## config.mk

```make
export PLATFORM = sky130hd
export DESIGN_NAME = icmpv6_receive_checker_core
export DESIGN_NICKNAME = d
export VERILOG_FILES = /design/src/rtl/core/icmp6rc_pkg.sv /design/src/rtl/core/icmpv6_receive_checker_core.sv /design/src/rtl/core/icmp6rc_front.sv /design/src/rtl/core/icmp6rc_cmd_queue.sv /design/src/rtl/core/icmp6rc_back.sv
export SDC_FILE = /design/constraint.sdc
export NUM_CORES = 2
export LEC_CHECK = 0
export BUFFER_PORTS_ARGS = -buffer_cell sky130_fd_sc_hd__buf_2
export CORE_MARGIN = 2
export CORE_UTILIZATION = 55
export CTS_CLUSTER_SIZE = 10
export DETAILED_ROUTE_END_ITERATION = 10
export MAX_ROUTING_LAYER = met4
export PLACE_DENSITY_LB_ADDON = 0.25
export SKIP_LAST_GASP = 1
export SYNTH_ARGS = -nofsm -noshare
export SYNTH_HDL_FRONTEND = slang
export SYNTH_SLANG_ARGS = --single-unit
```

## constraint.sdc

```tcl
create_clock -name clk_i -period 25.7 [get_ports clk_i]
set_input_delay 3.855 -clock clk_i [delete_from_list [all_inputs] [get_ports clk_i]]
set_output_delay 3.855 -clock clk_i [all_outputs]
set_load 0.005 [all_outputs]
```

## src/rtl/core/icmp6rc_pkg.sv

```systemverilog
// Shared types, constants and the one's-complement fold for the ICMPv6 receive checker.
// No dependencies; every core file refers to it by scoped name.
package icmp6rc_pkg;

  localparam int unsigned WORD_BYTES = 4;
  localparam int unsigned DATA_W     = 8 * WORD_BYTES;
  localparam int unsigned NB_W       = 3;

  localparam logic [15:0] NEXT_HDR_ICMPV6 = 16'd58;
  localparam logic [15:0] PTB_MIN_LEN     = 16'd48;

  // command queue between front and back
  localparam int unsigned QDEPTH = 4;
  localparam int unsigned QPTR_W = 2;
  localparam int unsigned QCNT_W = 3;

  // result queue in the back end
  localparam int unsigned RES_DEPTH = 2;

  localparam logic [2:0] VERDICT_BAD_SUM   = 3'd0;
  localparam logic [2:0] VERDICT_ECHO_REQ  = 3'd1;
  localparam logic [2:0] VERDICT_ECHO_REP  = 3'd2;
  localparam logic [2:0] VERDICT_ERROR     = 3'd3;
  localparam logic [2:0] VERDICT_TOO_BIG   = 3'd4;
  localparam logic [2:0] VERDICT_TOO_SHORT = 3'd5;
  localparam logic [2:0] VERDICT_NDP       = 3'd6;
  localparam logic [2:0] VERDICT_UNKNOWN   = 3'd7;

  localparam logic [7:0] TYPE_DEST_UNREACH = 8'd1;
  localparam logic [7:0] TYPE_PKT_TOO_BIG  = 8'd2;
  localparam logic [7:0] TYPE_TIME_EXCEED  = 8'd3;
  localparam logic [7:0] TYPE_ECHO_REQ     = 8'd128;
  localparam logic [7:0] TYPE_ECHO_REP     = 8'd129;
  localparam logic [7:0] TYPE_NDP_FIRST    = 8'd133;
  localparam logic [7:0] TYPE_NDP_LAST     = 8'd137;

  typedef struct packed {
    logic              first;
    logic              last;
    logic [DATA_W-1:0] data;
    logic [NB_W-1:0]   nbytes;
    logic [15:0]       len;
    logic [15:0]       psum;
  } cmd_t;

  typedef struct packed {
    logic [2:0]  verdict;
    logic [7:0]  msg_type;
    logic [7:0]  msg_code;
    logic [31:0] body;
    logic [15:0] csum;
    logic [15:0] reply;
    logic [63:0] orig_hi;
    logic [63:0] orig_lo;
  } res_t;

  // end-around carry fold; zero only when the input is zero
  function automatic logic [15:0] ones_fold(input logic [20:0] t);
    logic [16:0] a;
    a = {1'b0, t[15:0]} + {12'b0, t[20:16]};
    return a[15:0] + {15'b0, a[16]};
  endfunction

endpackage

```

## src/rtl/core/icmpv6_receive_checker_core.sv

```systemverilog
// ICMPv6 receive checker top level: front end, command queue, back end.
// A last word passes through the command queue and then the result queue before its result is on the ports.
// Throughput: one word per cycle while full is low; the running checksum add in the back end sets this.
// A four-entry command queue and a two-entry result queue decouple the two sides.
// Reset (rst_ni, asynchronous, active low) empties both queues and zeroes all state but the queue storage.
module icmpv6_receive_checker_core (
  input  logic                           clk_i,
  input  logic                           rst_ni,
  input  logic                           push,
  output logic                           full,
  input  logic                           first_word_i,
  input  logic                           last_word_i,
  input  logic [icmp6rc_pkg::DATA_W-1:0] data_word_i,
  input  logic [icmp6rc_pkg::NB_W-1:0]   valid_bytes_i,
  input  logic [15:0]                    payload_length_i,
  input  logic [63:0]                    src_addr_hi_i,
  input  logic [63:0]                    src_addr_lo_i,
  input  logic [63:0]                    dst_addr_hi_i,
  input  logic [63:0]                    dst_addr_lo_i,
  output logic                           empty,
  input  logic                           pop,
  output logic [2:0]                     verdict_o,
  output logic [7:0]                     msg_type_o,
  output logic [7:0]                     msg_code_o,
  output logic [31:0]                    body_word_o,
  output logic [15:0]                    computed_sum_o,
  output logic [15:0]                    reply_checksum_o,
  output logic [63:0]                    orig_dst_hi_o,
  output logic [63:0]                    orig_dst_lo_o
);

  icmp6rc_pkg::cmd_t cmd_in, cmd_out;
  icmp6rc_pkg::res_t res;
  logic              q_push, q_full, q_pop, q_valid;

  icmp6rc_front u_front (
    .push             (push),
    .full             (full),
    .first_word_i     (first_word_i),
    .last_word_i      (last_word_i),
    .data_word_i      (data_word_i),
    .valid_bytes_i    (valid_bytes_i),
    .payload_length_i (payload_length_i),
    .src_addr_hi_i    (src_addr_hi_i),
    .src_addr_lo_i    (src_addr_lo_i),
    .dst_addr_hi_i    (dst_addr_hi_i),
    .dst_addr_lo_i    (dst_addr_lo_i),
    .q_full_i         (q_full),
    .q_push_o         (q_push),
    .cmd_o            (cmd_in)
  );

  icmp6rc_cmd_queue u_queue (
    .clk_i   (clk_i),
    .rst_ni  (rst_ni),
    .push_i  (q_push),
    .data_i  (cmd_in),
    .full_o  (q_full),
    .pop_i   (q_pop),
    .valid_o (q_valid),
    .data_o  (cmd_out)
  );

  icmp6rc_back u_back (
    .clk_i     (clk_i),
    .rst_ni    (rst_ni),
    .q_valid_i (q_valid),
    .q_data_i  (cmd_out),
    .q_pop_o   (q_pop),
    .pop       (pop),
    .empty     (empty),
    .res_o     (res)
  );

  assign verdict_o        = res.verdict;
  assign msg_type_o       = res.msg_type;
  assign msg_code_o       = res.msg_code;
  assign body_word_o      = res.body;
  assign computed_sum_o   = res.csum;
  assign reply_checksum_o = res.reply;
  assign orig_dst_hi_o    = res.orig_hi;
  assign orig_dst_lo_o    = res.orig_lo;

endmodule

```

## src/rtl/core/icmp6rc_front.sv

```systemverilog
// Front end: takes input words, clamps the byte count and sums the pseudo-header.
// Depends on icmp6rc_pkg.
module icmp6rc_front (
  input  logic                             push,
  output logic                             full,
  input  logic                             first_word_i,
  input  logic                             last_word_i,
  input  logic [icmp6rc_pkg::DATA_W-1:0]   data_word_i,
  input  logic [icmp6rc_pkg::NB_W-1:0]     valid_bytes_i,
  input  logic [15:0]                      payload_length_i,
  input  logic [63:0]                      src_addr_hi_i,
  input  logic [63:0]                      src_addr_lo_i,
  input  logic [63:0]                      dst_addr_hi_i,
  input  logic [63:0]                      dst_addr_lo_i,
  input  logic                             q_full_i,
  output logic                             q_push_o,
  output icmp6rc_pkg::cmd_t                cmd_o
);

  function automatic logic [17:0] sum64(input logic [63:0] v);
    return {2'b0, v[15:0]} + {2'b0, v[31:16]} + {2'b0, v[47:32]} + {2'b0, v[63:48]};
  endfunction

  logic [20:0] pseudo_total;

  assign pseudo_total = {3'b0, sum64(src_addr_hi_i)} + {3'b0, sum64(src_addr_lo_i)}
                      + {3'b0, sum64(dst_addr_hi_i)} + {3'b0, sum64(dst_addr_lo_i)}
                      + {5'b0, payload_length_i} + {5'b0, icmp6rc_pkg::NEXT_HDR_ICMPV6};

  always_comb begin
    cmd_o.first = first_word_i;
    cmd_o.last  = last_word_i;
    cmd_o.data  = data_word_i;
    if (valid_bytes_i > icmp6rc_pkg::NB_W'(icmp6rc_pkg::WORD_BYTES)) begin
      cmd_o.nbytes = icmp6rc_pkg::NB_W'(icmp6rc_pkg::WORD_BYTES);
    end else begin
      cmd_o.nbytes = valid_bytes_i;
    end
    cmd_o.len  = payload_length_i;
    cmd_o.psum = icmp6rc_pkg::ones_fold(pseudo_total);
  end

  assign full     = q_full_i;
  assign q_push_o = push && !q_full_i;

endmodule

```

## src/rtl/core/icmp6rc_cmd_queue.sv

```systemverilog
// Short command queue between front and back end.
// Depends on icmp6rc_pkg.
module icmp6rc_cmd_queue (
  input  logic              clk_i,
  input  logic              rst_ni,
  input  logic              push_i,
  input  icmp6rc_pkg::cmd_t data_i,
  output logic              full_o,
  input  logic              pop_i,
  output logic              valid_o,
  output icmp6rc_pkg::cmd_t data_o
);

  icmp6rc_pkg::cmd_t                 mem_q [icmp6rc_pkg::QDEPTH];
  logic [icmp6rc_pkg::QPTR_W-1:0]    wr_ptr_q, wr_ptr_d;
  logic [icmp6rc_pkg::QPTR_W-1:0]    rd_ptr_q, rd_ptr_d;
  logic [icmp6rc_pkg::QCNT_W-1:0]    cnt_q, cnt_d;
  logic                              do_push, do_pop;

  function automatic logic [icmp6rc_pkg::QCNT_W-1:0] QCNT_ONE(input logic b);
    return {{(icmp6rc_pkg::QCNT_W-1){1'b0}}, b};
  endfunction

  function automatic logic [icmp6rc_pkg::QPTR_W-1:0] QPTR_DIFF(
    input logic [icmp6rc_pkg::QPTR_W-1:0] a,
    input logic [icmp6rc_pkg::QPTR_W-1:0] b);
    return a - b;
  endfunction

  assign full_o  = (cnt_q == icmp6rc_pkg::QCNT_W'(icmp6rc_pkg::QDEPTH));
  assign valid_o = (cnt_q != '0);
  assign data_o  = mem_q[rd_ptr_q];
  assign do_push = push_i && !full_o;
  assign do_pop  = pop_i && valid_o;

  always_comb begin
    wr_ptr_d = do_push ? wr_ptr_q + icmp6rc_pkg::QPTR_W'(1) : wr_ptr_q;
    rd_ptr_d = do_pop  ? rd_ptr_q + icmp6rc_pkg::QPTR_W'(1) : rd_ptr_q;
    cnt_d    = cnt_q + QCNT_ONE(do_push) - QCNT_ONE(do_pop);
  end

  always_ff @(posedge clk_i) begin
    if (do_push) begin
      mem_q[wr_ptr_q] <= data_i;
    end
  end

  always_ff @(posedge clk_i or negedge rst_ni) begin
    if (!rst_ni) begin
      wr_ptr_q <= '0;
      rd_ptr_q <= '0;
      cnt_q    <= '0;
    end else begin
      wr_ptr_q <= wr_ptr_d;
      rd_ptr_q <= rd_ptr_d;
      cnt_q    <= cnt_d;
    end
  end

  a_cnt_bound: assert property (@(posedge clk_i) disable iff (!rst_ni)
    cnt_q <= icmp6rc_pkg::QCNT_W'(icmp6rc_pkg::QDEPTH))
    else $error("command queue over-filled");

  a_ptr_gap: assert property (@(posedge clk_i) disable iff (!rst_ni)
    (cnt_q != '0 && cnt_q != icmp6rc_pkg::QCNT_W'(icmp6rc_pkg::QDEPTH))
      |-> (QPTR_DIFF(wr_ptr_q, rd_ptr_q) == cnt_q[icmp6rc_pkg::QPTR_W-1:0]))
    else $error("command queue pointers disagree with count");

  a_empty_ptrs: assert property (@(posedge clk_i) disable iff (!rst_ni)
    (cnt_q == '0) |-> (wr_ptr_q == rd_ptr_q))
    else $error("command queue empty with pointers apart");

endmodule

```

## src/rtl/core/icmp6rc_back.sv

```systemverilog
// Back end: per-word checksum, field capture, verdict, and a two-entry result queue.
// Depends on icmp6rc_pkg.
module icmp6rc_back (
  input  logic              clk_i,
  input  logic              rst_ni,
  input  logic              q_valid_i,
  input  icmp6rc_pkg::cmd_t q_data_i,
  output logic              q_pop_o,
  input  logic              pop,
  output logic              empty,
  output icmp6rc_pkg::res_t res_o
);

  logic [15:0] run_q, run_d, rep_q, rep_d;
  logic [15:0] off_q, off_d, len_q, len_d;
  logic [7:0]  type_q, type_d, code_q, code_d;
  logic [31:0] body_q, body_d;
  logic [63:0] orig_hi_q, orig_hi_d, orig_lo_q, orig_lo_d;

  icmp6rc_pkg::res_t res_mem_q [icmp6rc_pkg::RES_DEPTH];
  logic              res_wr_q, res_rd_q;
  logic [1:0]        res_cnt_q, res_cnt_d;
  icmp6rc_pkg::res_t res_d;
  logic              go, res_push, res_pop;

  assign go       = q_valid_i && (!q_data_i.last || res_cnt_q != 2'(icmp6rc_pkg::RES_DEPTH));
  assign q_pop_o  = go;
  assign res_push = go && q_data_i.last;
  assign res_pop  = pop && !empty;
  assign empty    = (res_cnt_q == 2'd0);
  assign res_o    = res_mem_q[res_rd_q];

  always_comb begin
    logic [15:0] base_off;
    logic [16:0] off_sum;
    logic [15:0] off_b;
    logic [7:0]  bt, rb;
    logic [17:0] run_add, rep_add;
    logic [16:0] off_tot;
    logic [15:0] csum;

    if (q_data_i.first) begin
      base_off  = '0;
      len_d     = q_data_i.len;
      type_d    = '0;
      code_d    = '0;
      body_d    = '0;
      orig_hi_d = '0;
      orig_lo_d = '0;
      run_d     = q_data_i.psum;
      rep_d     = q_data_i.psum;
    end else begin
      base_off  = off_q;
      len_d     = len_q;
      type_d    = type_q;
      code_d    = code_q;
      body_d    = body_q;
      orig_hi_d = orig_hi_q;
      orig_lo_d = orig_lo_q;
      run_d     = run_q;
      rep_d     = rep_q;
    end

    run_add = '0;
    rep_add = '0;
    for (int i = 0; i < icmp6rc_pkg::WORD_BYTES; i++) begin
      off_sum = {1'b0, base_off} + 17'(i);
      off_b   = off_sum[16] ? 16'hFFFF : off_sum[15:0];
      bt      = q_data_i.data[icmp6rc_pkg::DATA_W-1-8*i -: 8];
      if (off_b == 16'd0) begin
        rb = icmp6rc_pkg::TYPE_ECHO_REP;
      end else if (off_b == 16'd2 || off_b == 16'd3) begin
        rb = 8'd0;
      end else begin
        rb = bt;
      end
      if (icmp6rc_pkg::NB_W'(i) < q_data_i.nbytes) begin
        if (off_b == 16'd0) begin
          type_d = bt;
        end else if (off_b == 16'd1) begin
          code_d = bt;
        end else if (off_b >= 16'd4 && off_b <= 16'd7) begin
          body_d[{~off_b[1:0], 3'b000} +: 8] = bt;
        end else if (off_b >= 16'd32 && off_b <= 16'd47) begin
          // bytes 32..39 form the upper half of the embedded address
          if (off_b[3]) begin
            orig_lo_d[{~off_b[2:0], 3'b000} +: 8] = bt;
          end else begin
            orig_hi_d[{~off_b[2:0], 3'b000} +: 8] = bt;
          end
        end
        if (off_b < len_d) begin
          if (off_b[0]) begin
            run_add = run_add + {10'b0, bt};
            rep_add = rep_add + {10'b0, rb};
          end else begin
            run_add = run_add + {2'b0, bt, 8'b0};
            rep_add = rep_add + {2'b0, rb, 8'b0};
          end
        end
      end
    end

    // sums are associative under end-around carry, so a word folds in once
    run_d = icmp6rc_pkg::ones_fold({5'b0, run_d} + {3'b0, run_add});
    rep_d = icmp6rc_pkg::ones_fold({5'b0, rep_d} + {3'b0, rep_add});

    off_tot = {1'b0, base_off} + {{(17-icmp6rc_pkg::NB_W){1'b0}}, q_data_i.nbytes};
    off_d   = off_tot[16] ? 16'hFFFF : off_tot[15:0];

    csum = ~run_d;
    if (csum != 16'd0) begin
      res_d.verdict = icmp6rc_pkg::VERDICT_BAD_SUM;
    end else if (type_d == icmp6rc_pkg::TYPE_ECHO_REQ) begin
      res_d.verdict = icmp6rc_pkg::VERDICT_ECHO_REQ;
    end else if (type_d == icmp6rc_pkg::TYPE_ECHO_REP) begin
      res_d.verdict = icmp6rc_pkg::VERDICT_ECHO_REP;
    end else if (type_d == icmp6rc_pkg::TYPE_DEST_UNREACH ||
                 type_d == icmp6rc_pkg::TYPE_TIME_EXCEED) begin
      res_d.verdict = icmp6rc_pkg::VERDICT_ERROR;
    end else if (type_d == icmp6rc_pkg::TYPE_PKT_TOO_BIG) begin
      res_d.verdict = (len_d < icmp6rc_pkg::PTB_MIN_LEN) ? icmp6rc_pkg::VERDICT_TOO_SHORT
                                                         : icmp6rc_pkg::VERDICT_TOO_BIG;
    end else if (type_d >= icmp6rc_pkg::TYPE_NDP_FIRST &&
                 type_d <= icmp6rc_pkg::TYPE_NDP_LAST) begin
      res_d.verdict = icmp6rc_pkg::VERDICT_NDP;
    end else begin
      res_d.verdict = icmp6rc_pkg::VERDICT_UNKNOWN;
    end
    res_d.msg_type = type_d;
    res_d.msg_code = code_d;
    res_d.body     = body_d;
    res_d.csum     = csum;
    res_d.reply    = (res_d.verdict == icmp6rc_pkg::VERDICT_ECHO_REQ) ? ~rep_d : 16'd0;
    res_d.orig_hi  = orig_hi_d;
    res_d.orig_lo  = orig_lo_d;

    res_cnt_d = res_cnt_q + {1'b0, res_push} - {1'b0, res_pop};
  end

  always_ff @(posedge clk_i) begin
    if (res_push) begin
      res_mem_q[res_wr_q] <= res_d;
    end
  end

  always_ff @(posedge clk_i or negedge rst_ni) begin
    if (!rst_ni) begin
      run_q     <= '0;
      rep_q     <= '0;
      off_q     <= '0;
      len_q     <= '0;
      type_q    <= '0;
      code_q    <= '0;
      body_q    <= '0;
      orig_hi_q <= '0;
      orig_lo_q <= '0;
      res_wr_q  <= 1'b0;
      res_rd_q  <= 1'b0;
      res_cnt_q <= '0;
    end else begin
      if (go) begin
        run_q     <= run_d;
        rep_q     <= rep_d;
        off_q     <= off_d;
        len_q     <= len_d;
        type_q    <= type_d;
        code_q    <= code_d;
        body_q    <= body_d;
        orig_hi_q <= orig_hi_d;
        orig_lo_q <= orig_lo_d;
      end
      if (res_push) begin
        res_wr_q <= ~res_wr_q;
      end
      if (res_pop) begin
        res_rd_q <= ~res_rd_q;
      end
      res_cnt_q <= res_cnt_d;
    end
  end

  a_res_bound: assert property (@(posedge clk_i) disable iff (!rst_ni)
    res_cnt_q <= 2'(icmp6rc_pkg::RES_DEPTH))
    else $error("result queue over-filled");

  a_first_offset: assert property (@(posedge clk_i) disable iff (!rst_ni)
    (go && q_data_i.first) |=> (off_q == 16'($past(q_data_i.nbytes))))
    else $error("byte offset not restarted on first word");

  a_result_kept: assert property (@(posedge clk_i) disable iff (!rst_ni)
    res_push |=> !empty)
    else $error("result transfer lost");

endmodule

```

==> results.toml <==
[run_status]
status = "finished clean"

[detailed_routing]
firstDrtPassIters = 7
routed_wl_um = 223000
post_drt_wl_per_cell_um = 24.7
drtIter0Drc = 6246
drcViolationCount = 0
via_count = 56315
viasPerCell = 6.24
ant_nets = 0

[sta]
drv_slew = 0
setup_tns_ps = 0
worst_pin_slew_ps = 1290
finalCritPeriodShare_pct = 74.1
hold_violations = 0
grt_setup_unrepaired = "false"
max_slew_margin_pct = 13.3
fmax_ghz = 0.0525
fin_crit_ps = 19050
worst_slack_ps = 6650
setup_violations = 0
finalClockSkew_ps = 43.2

[final_layout]
drive_gt1_share_pct = 17.7
layout_commonest_cell = "nand2_1"
area_growth_syn_to_layout_pct = 11.3
num-fill-cells = 10168
layout.nets = 8173
layout_common_cells = "nand2_1 (754), edfxtp_1 (698), inv_1 (552), buf_2 (524), nor2_1 (520)"

[logic_synthesis]
synth_top_cell_area_share_pct = 30.9
synth_flop_cell = "edfxtp_1"
async_flop_share_pct = 26.4
ys_types = 112
synth.area.top_cells = "edfxtp_1 (31%), dfrtp_1 (9.3%), ha_1 (7.9%), mux2_2 (6.5%), nand2_1 (4.2%)"
synth_area_um2 = 67800
ys.warnings.count = 0
syn-instance-count = 6885
seq_area_frac_synth_pct = 40.2
synth-edff-count = 698
syn_area_per_cell_um2 = 9.85
synth_largest_area_cell = "edfxtp_1"
synth_seq_cells = 949
synth_nets = 7753

[global_routing]
antenna_found_initial = 10
grt_max_degree = 134
grt_first_pass_wirelength_um = 333000
use_met2_pct = 57.3
gr-total-overflow = 0
grt.met3_usage_pct = 5.65
grt_pass1_vias = 54984
use_met1_pct = 43.6
grt_use_total_pct = 35.9
grt_busiest_layer = "met2"

[min_path]
hold_class = "register to register"
holdPathStages = 2

[clock_tree]
cts_resized = 0
cts.path.max_buffers = 3
insertion_delay_ps = 750
numCtsBuffers = 107
path_clk_slew_ps = 60
cts_tree = "built"
h-tree-depth = 3
clockRootBuffer = "clkbuf_16"
post_cts.repair.setup_buffers = 0
clock-sinks = 949
ctsHoldBuffers = 0

[setup_path]
critPathKind = "register to register"
r2r_cells = 60
crit_family = "simple AND/OR/NAND/NOR gates"
cp_common_cell = "ha_1"
cpPeakStageDelay_ps = 900
cpMaxStageDelayCell = "dfrtp_4"
cp_max_fo = 84
arrival_ps = 19600
cp-end-kind = "register"
cp.depth = 60
start_kind = "register"
critPathBufInv = 4
required_ps = 26250

[floorplan]
pin_count = 526
fp.dieH_um = 355
initial_core_util_pct = 55.5
design.die.area_um2 = 126000
placementRows = 128
core_um2 = 122000
die_w_um = 355

[run]
maxCapViolCount = 0

[placement]
dp_slack_ps = 7090
io_buffers = 525
dp_hpwl_um = 161000
place.gp.congestion = 1.03
==> sequential cells by signal (all words and copies together) (netlist names), 2 cells and up <==
| signal | flops |
|---|---|
| u_back.code_q | 8 |
| u_back.res_cnt_q | 2 |
| u_back.body_q | 32 |
| u_back.type_q | 8 |
| u_back.res_mem_q | 422 |
| u_back.orig_hi_q | 64 |
| u_queue.mem_q | 276 |
| u_back.run_q | 16 |
| u_queue.cnt_q | 3 |
| u_back.orig_lo_q | 64 |
| u_queue.rd_ptr_q | 2 |
| u_back.rep_q | 16 |
| u_back.len_q | 16 |
| u_queue.wr_ptr_q | 2 |
| u_back.off_q | 16 |
==> layout make-up <==
class	count	area, um2	share of cell area (%)
clock buffers	192	3060	4.05
well taps	1625	2030	2.70
flip-flops and latches	949	27300	36.1
diodes	8	20.0	0.0265
multi-input cells	5046	37300	49.4
repair buffers	639	3530	4.68
clock inverters	10	121	0.161
inverters	562	2120	2.81
==> routing by layer <==
layer	routed length, um	share of wire, %
met5	0	0
met2	104000	47
met4	15100	6.8
met1	84900	38
met3	19000	8.5
==> synthesized netlist by cell type, types with 30 or more instances <==
library cell,instances
inv_1,553
mux4_2,50
a31oi_1,126
a21o_1,92
nand2_1,754
o21ai_0,307
and3_1,34
nor3b_1,30
mux2_2,390
nand4_1,38
ha_1,428
nor3_1,134
a21oi_1,492
clkbuf_1,270
buf_1,33
nor2_1,522
edfxtp_1,698
a311oi_1,31
fa_1,127
and2_1,42
mux2i_1,183
nand3_1,158
xnor2_1,245
o211ai_1,90
nor2b_1,55
dfrtp_1,251
xor2_1,86
nor4_1,41
o21bai_1,100
or2_2,32
o21a_1,32
==> worst register-to-register path: cells and delay by family (launching register included) <==
| family | cells | cell delay, ps |
|---|---|---|
| AO/OA/AOI/OAI | 14 | 3870 |
| XOR/XNOR | 3 | 720 |
| adder cells (fa/ha/maj) | 10 | 3320 |
| buffers and inverters | 4 | 1390 |
| flip-flops | 1 | 900 |
| multiplexers | 2 | 1140 |
| AND/OR/NAND/NOR | 27 | 7520 |
==> through the flow <==
| stage | util [%] | instances | hold WS, ps | cell area, um2 |
|---|---|---|---|---|
| after CTS | 61.8 | 9023 | 478 | 75400 |
| after detailed placement | 59.2 | 8821 | 463 | 72200 |
| final | 61.8 | 9031 | 478 | 75400 |
| after global placement | 59.2 | 8821 | 457 | 72200 |
| after floorplan | - | 6885 | 446 | 67800 |
| after global routing | 61.8 | 9029 | 491 | 75400 |
==> worst paths after layout <==
kind | from | end | slack, ps
worst max-delay path | u_queue.rd_ptr_q[0] | u_back.res_mem_q[0][135] | 6650
worst min-delay path | u_back.body_q[20] | u_back.body_q[20] | 480
worst max register to register | u_queue.rd_ptr_q[0] | u_back.res_mem_q[0][135] | 6650
worst min register to register | u_back.body_q[20] | u_back.body_q[20] | 480
max in group asynchronous | rst_ni | u_queue.rd_ptr_q[1] | 21120
min in group asynchronous | rst_ni | u_back.orig_hi_q[42] | 3140
==> kinds of logic after synthesis <==
logic type / after synthesis / share of synthesized area (%)
and+or+nand+nor: 1985 / 13.5
AOI/OAI and AO/OA: 1547 / 14.4
DFF: 949 / 40.2
buffers and inverters: 890 / 5.00
muxes: 627 / 10.9
adders and majority gates: 555 / 11.7
xor gates and xnor gates: 332 / 4.31
Power is not shown: default switching activity piles up to over one toggle a cycle in this logic, so the estimate is an artifact.
